[config.mk]
export PLATFORM = sky130hd
export DESIGN_NAME = goci_accum
export DESIGN_NICKNAME = d
export VERILOG_FILES = /design/src/rtl/core/goci_pkg.sv /design/src/rtl/core/goci_accum.sv
export SDC_FILE = /design/constraint.sdc
export NUM_CORES = 1
export LEC_CHECK = 0
export ABC_AREA = 1
export BUFFER_PORTS_ARGS = -buffer_cell sky130_fd_sc_hd__buf_4
export CAP_MARGIN = 20
export CORE_MARGIN = 8
export CORE_UTILIZATION = 50
export DETAILED_ROUTE_END_ITERATION = 16
export GPL_TIMING_DRIVEN = 1
export PLACE_DENSITY = 0.8
export SLEW_MARGIN = 25
export SYNTH_ARGS = -nofsm -noshare
export SYNTH_HDL_FRONTEND = slang
export SYNTH_SLANG_ARGS = --single-unit
[constraint.sdc]
create_clock -name clock -period 3 [get_ports clock]
set_input_delay 0.15 -clock clock [delete_from_list [all_inputs] [get_ports clock]]
set_output_delay 0.15 -clock clock [all_outputs]
set_load 0.03 [all_outputs]
[src/rtl/core/goci_pkg.sv]
// Shared constants and types for the gyro offset calibration integrator.
package goci_pkg;

   localparam int AXES        = 3;
   localparam int RATE_W      = 16;
   localparam int FRAC_W      = 16;
   localparam int CAL_SAMPLES = 1000;
   localparam int CAL_CNT_W   = 10;
   localparam int SUM_W       = 27;
   localparam int MAG_W       = SUM_W - 1;
   localparam int OFS_W       = 33;
   localparam int QUO_W       = OFS_W - FRAC_W;
   localparam int RECIP_K     = MAG_W + CAL_CNT_W;
   localparam int RECIP_W     = RECIP_K + 1 - $clog2(CAL_SAMPLES);
   localparam int CORR_W      = 34;
   localparam int TRAP_W      = 35;
   localparam int ACC_W       = 64;
   localparam int HALF_W      = ACC_W / 2;
   localparam int SCALE_W     = 32;
   localparam int PROD_W      = HALF_W + SCALE_W;
   localparam int ANGLE_W     = 32;

   // The reciprocal is rounded up; the shift is wide enough that the quotient
   // and the fraction both come out exact for every possible sum.
   localparam longint RECIP_FULL = ((longint'(1) << RECIP_K) + longint'(CAL_SAMPLES) - 1)
                                   / longint'(CAL_SAMPLES);
   localparam logic [RECIP_W-1:0] RECIP = RECIP_W'(RECIP_FULL);

   localparam logic [SCALE_W-1:0] ANGLE_SCALE_RESET = 32'd11438;

   localparam logic CMD_SAMPLE = 1'b0;
   localparam logic CMD_RECAL  = 1'b1;

   typedef logic signed [RATE_W-1:0]  rate_type;
   typedef logic signed [OFS_W-1:0]   offset_type;
   typedef logic signed [ACC_W-1:0]   acc_type;
   typedef logic signed [ANGLE_W-1:0] angle_type;

   typedef struct packed {
      logic take;
      logic acc_load;
      logic prod_load;
      logic out_load;
   } pipe_ctl_type;

endpackage

[src/rtl/core/goci_accum.sv]
// Rate correction, trapezoid sum and saturating angle accumulators.
module goci_accum
   import goci_pkg::*;
(
   input  logic         clock,
   input  logic         reset,
   input  pipe_ctl_type ctl,
   input  rate_type     rate [AXES],
   input  offset_type   offset [AXES],
   output acc_type      acc [AXES]
);

   logic signed [CORR_W-1:0] prev_ff [AXES];
   logic signed [CORR_W-1:0] corr_in [AXES];
   logic signed [TRAP_W-1:0] trap_ff [AXES];
   logic signed [TRAP_W-1:0] trap_in [AXES];
   acc_type                  acc_ff [AXES];
   acc_type                  acc_in [AXES];
   logic signed [ACC_W:0]    wide_sum [AXES];

   always_comb begin
      for (int i = 0; i < AXES; i++) begin
         corr_in[i]  = CORR_W'($signed({rate[i], FRAC_W'(0)})) + CORR_W'(offset[i]);
         trap_in[i]  = TRAP_W'(prev_ff[i]) + TRAP_W'(corr_in[i]);
         wide_sum[i] = (ACC_W + 1)'(acc_ff[i]) + (ACC_W + 1)'(trap_ff[i]);
         if (wide_sum[i][ACC_W] != wide_sum[i][ACC_W-1]) begin
            acc_in[i] = wide_sum[i][ACC_W] ? {1'b1, {(ACC_W-1){1'b0}}}
                                           : {1'b0, {(ACC_W-1){1'b1}}};
         end else begin
            acc_in[i] = wide_sum[i][ACC_W-1:0];
         end
      end
   end

   always_ff @(posedge clock) begin
      if (reset) begin
         for (int i = 0; i < AXES; i++) begin
            prev_ff[i] <= '0;
            acc_ff[i]  <= '0;
         end
      end else begin
         for (int i = 0; i < AXES; i++) begin
            if (ctl.take) begin
               prev_ff[i] <= corr_in[i];
            end
            if (ctl.acc_load) begin
               acc_ff[i] <= acc_in[i];
            end
         end
      end
   end

   always_ff @(posedge clock) begin
      if (ctl.take) begin
         for (int i = 0; i < AXES; i++) begin
            trap_ff[i] <= trap_in[i];
         end
      end
   end

   assign acc = acc_ff;

endmodule

# Word level (Yosys, flattened, before mapping)
# Memories as Yosys holds them, arrays and structs flattened.
# Cells that the tools add are included.
# word_totals
register_bits,192
ram_bits,207
in_bits,153
elab_cells,35
memories,2
# mem_list
memory,words,word_bits,rd,rd_ports_with_merged_regs,write_ports,line,rtl
trap_ff,3,35,3,0,3,goci_accum.sv:15,logic signed [TRAP_W-1:0] trap_ff [AXES];
prev_ff,3,34,3,0,3,goci_accum.sv:13,logic signed [CORR_W-1:0] prev_ff [AXES];
# classes
add_sub_neg,9
eq_ne,3
mux,15
bitwise,3
# ops
op,count
two-way mux 64 bit,6
adder 64 x 35 -> 65 bit,3
adder 34 x 34 -> 35 bit,3
adder 32 x 33 -> 34 bit,3
two-way mux 34 bit,3
two-way mux 1 bit,6
!= test 1 bit,3
OR 1 bit,3

# Logic depth before layout (Yosys ltp)
# logic_depth
word_depth,4
mapped_depth,26
ltp_nobuf,26

# Worst setup path after synthesis
# No wires, ideal clock.
# synth_path
path_type,input to register
start,in offset[16] (netlist name)
end,"mem trap_ff[2][33] (netlist: trap_ff[0][103]), data pin"
setup_time_ns,0.259
arrival_time_ns,3.016
required_ns,2.741
slack_ns,-0.275
cell_stages,18
path_buffers,0
cell_sequence,ha_1 -> fa_1 -> nand3_1 -> nand2_1 -> a21oi_1 -> o21ai_0 -> a21boi_0 -> o21ai_0 -> xor2_1 -> inv_1 -> ha_1 -> nand2_1 -> nor2_1 -> inv_1 -> nor4_1 -> o21ai_0 -> nand3_1 -> xor2_1
# synth_lines
element,line,rtl
start: declaration,goci_accum.sv:9,"input offset_type offset [AXES],"
end: declaration,goci_accum.sv:15,

==> summary.md <==
| Metric | Value |
|---|---|
| Outcome | `completed` |
| Critical path startpoint category | `register` |
| Final wirelength | `138 mm` |
| CP peak stage delay | `0.40 ns` |
| Met2 GRT Util | `0.502` |
| Area Overhead vs Synth | `26.1%` |
| GRT Util Overall | `0.304` |
| Max-Cap Viols | `0` |
| Critical Path AT | `3.45 ns` |
| First-pass GRT wire length | `205 mm` |
| Drt first pass iters | `5` |
| Final Power | `~42 mW` |
| Post-synth EDFFs | `207` |
| Count of final setup violators | `0` |
| Met3 usage | `0.0518` |
| Slew HR | `0.459` |
| Max VDD drop | `0.513 mV` |
| Starting Density | `0.504` |
| CTS max path bufs | `3` |
| Synth Cell Area | `37400 um^2` |
| DPL Wire Length | `~110 mm` |
| Total CTS buffers | `50` |
| Clock transition at path regs | `~0.060 ns` |
| Hold Path Class | `in -> reg` |
| Final hold vios | `0` |
| DRT iter0 DRCs | `3574` |
| Place WS | `-0.682 ns` |
| Max Transition Viols Final | `0` |
| Top cells by count, synth | `1633 x nand2_1, 768 x inv_1, 689 x nor2_1, 552 x a21oi_1, 346 x ha_1` |
| Top post-synthesis cells by area | `edfxtp_1 17%, nand2_1 16%, ha_1 12%, dfxtp_1 10%, inv_1 7.7%` |
| CTS tree | `done` |
| Yosys top cell by area | `edfxtp_1` |
| Ys flop type | `edfxtp_1` |
| Busiest grt layer | `met2` |
| CTS Root Cell | `clkbuf_16` |
| Synth top area share | `0.166` |
| Async SR Flop Fraction | `0` |
| Chip Width | `289 um` |
| FF+latch count, synth | `about 400` |
| RSZ-0062 raised after global routing | `yes` |
| CP max FO | `19` |
| Most common cell in the netlist | `nand2_1` |
| Layout cells sized above 1 | `0.156` |
| Worst-Skew Late Latency | `0.62 ns` |
| Fin area | `47100 um^2` |
| Crit-path cells | `buf_4, clkbuf_16, ha_1, nand2_1, nor2_2, nand2_1, nor2_1, a21oi_2, buf_4, nand3_1, nand2_1, a21oi_4, buf_4, buf_12, a21oi_1` |
| Antenna viol nets, final | `0` |
| Leak pwr | `approximately 24 nW` |
| Hold Worst Slack | `0.0756 ns` |
| Crit-path leading delay family | `buffers and inverters` |
| CP Buf/Inv Count | `5` |
| Vias | `40900` |
| Syn Inst Count | `5725` |
| Library cells used by synthesis | `48` |
| Setup Skew | `0.0193 ns` |
| Largest net degree at the start of global routing | `approximately 100` |
| Final WS setup | `0.0381 ns` |
| Final nets | `6959` |
| Worst Max-Slew Pin Slew | `between 0.8 and 0.9 ns` |
| Fmax | `338 MHz` |
| M1 GR Usage | `0.392` |
| Placed cells | `7289` |
| Final Critical Period | `a little under 3 ns` |
| Power per cell area | `889 nW/um^2` |
| Req. time, crit path | `3.49 ns` |
| Clock sinks | `399` |
| I/O Buffers | `between 300 and 400` |
| Gr ovfl total | `0` |
| Final Non-Filler Cells | `7462` |
| Slowest cell on crit path | `ha_1` |
| Wire length per cell | `18.4 um` |
| Core Area | `74200 um^2` |
| Die area | `83800 um^2` |
| Diode count | `0` |
| Synth warn | `0` |
| Critical path endpoint category | `register` |
| Final period util | `0.987` |
| Crit Path Category | `reg -> reg` |
| IO Pins | `345` |
| Dpl cell area | `43600 um^2` |
| Vias per inst | `about 5.5` |
| Die Y | `289 um` |
| Initial antenna violation count | `0` |
| Seq/Total Area, Yosys | `0.269` |
| Syn_area_per_cell | `6.53 um^2` |
| Row count | `100` |
| Vias in the first global route | `just under 40000` |
| Drt drc | `0` |
| Syn_nets | `6233` |
| Htree depth | `2` |
| Gpl congestion | `1.04` |
## layout make-up
type	count	area, um^2
fillers	6832	27100
well taps	969	1210
repair buffers	766	6350
inverters	772	2900
clock buffers	60	1330
flip-flops and latches	399	10100
clock inverters	34	553
multi-input cells	4462	24700
## cell families (layout without fill, tap and decap cells)
| kind of cell | Yosys count | in the layout | synth area share |
|---|---|---|---|
| xor+xnor | 239 | 239 | 0.0560 |
| simple gates | 2755 | 2755 | 0.297 |
| compound gates | 1113 | 1113 | 0.165 |
| fa+ha+maj | 355 | 355 | 0.121 |
| flops | 399 | 399 | 0.269 |
| buf+inv | 864 | 1632 | 0.0917 |
## metal layers
metal / wire length (um) / up-vias
met5: 0 / -
met1: 58100 / 18700
met2: 61700 / 1616
met4: 6290 / 0
met3: 11500 / 310
li1: - / 20300
## worst register-to-register path, cell delays in order (launching register included)
cell       delay, ns
edfxtp_1        0.36
buf_4           0.19
clkbuf_16       0.22
ha_1            0.40
nand2_1         0.13
nor2_2          0.17
nand2_1         0.18
nor2_1          0.17
a21oi_2         0.09
buf_4           0.14
nand3_1         0.07
nand2_1         0.09
a21oi_4         0.16
buf_4           0.17
buf_12          0.17
a21oi_1         0.12
## path summary, 6_finish.rpt
kind                            start                      endpoint  slack [ns]  depth (start not counted)
max          trap_ff[0][69]$_DFFE_PP_          acc[72]$_SDFFE_PP0P_        0.04                         15
min                          rate[16]  prev_ff[0][50]$_SDFFCE_PN0P_        0.08                          4
max reg2reg  trap_ff[0][69]$_DFFE_PP_          acc[72]$_SDFFE_PP0P_        0.04                         15
min reg2reg      acc[63]$_SDFFE_PP0P_          acc[63]$_SDFFE_PP0P_        0.54                          2
## where the power goes
group          internal, mW  switching [mW]  leakage, nW
Sequential             7.22            1.15         3.72
Combinational          9.84            16.8         19.2
Clock                  4.32            2.65        0.914
## sequential cells by signal (all words and copies together), names as in the netlist
name / count
acc: 192
trap_ff: 105
prev_ff: 102
## what timing repair did
item                       CTS  global route
setup endpoints to repair    2           207
hold buffers                51             0
setup buffers                0            15
resized for setup            3           169
cloned                       0            13
hold endpoints to repair    67             0
pin swaps                    0            18
## metrics by stage
step,util,TNS [ns]
2_1_floorplan,-,-0.000403
3_3_place_gp,0.587,-7.31
3_5_place_dp,0.587,-9.99
4_1_cts,0.619,0
5_1_grt,0.635,-2.78
6_report,0.635,0
## cell usage in the layout (no fill, tap or decap), drive strengths merged, types with 72 or more instances in the layout
cell    instances
inv           775
nand2        1646
a21oi         568
nor2          692
xor2          188
edfxtp        207
o21ai         322
o21bai         72
ha            346
nand3         233
dfxtp         192
buf           705
No activity file was read; power rests on OpenSTA's default activity.
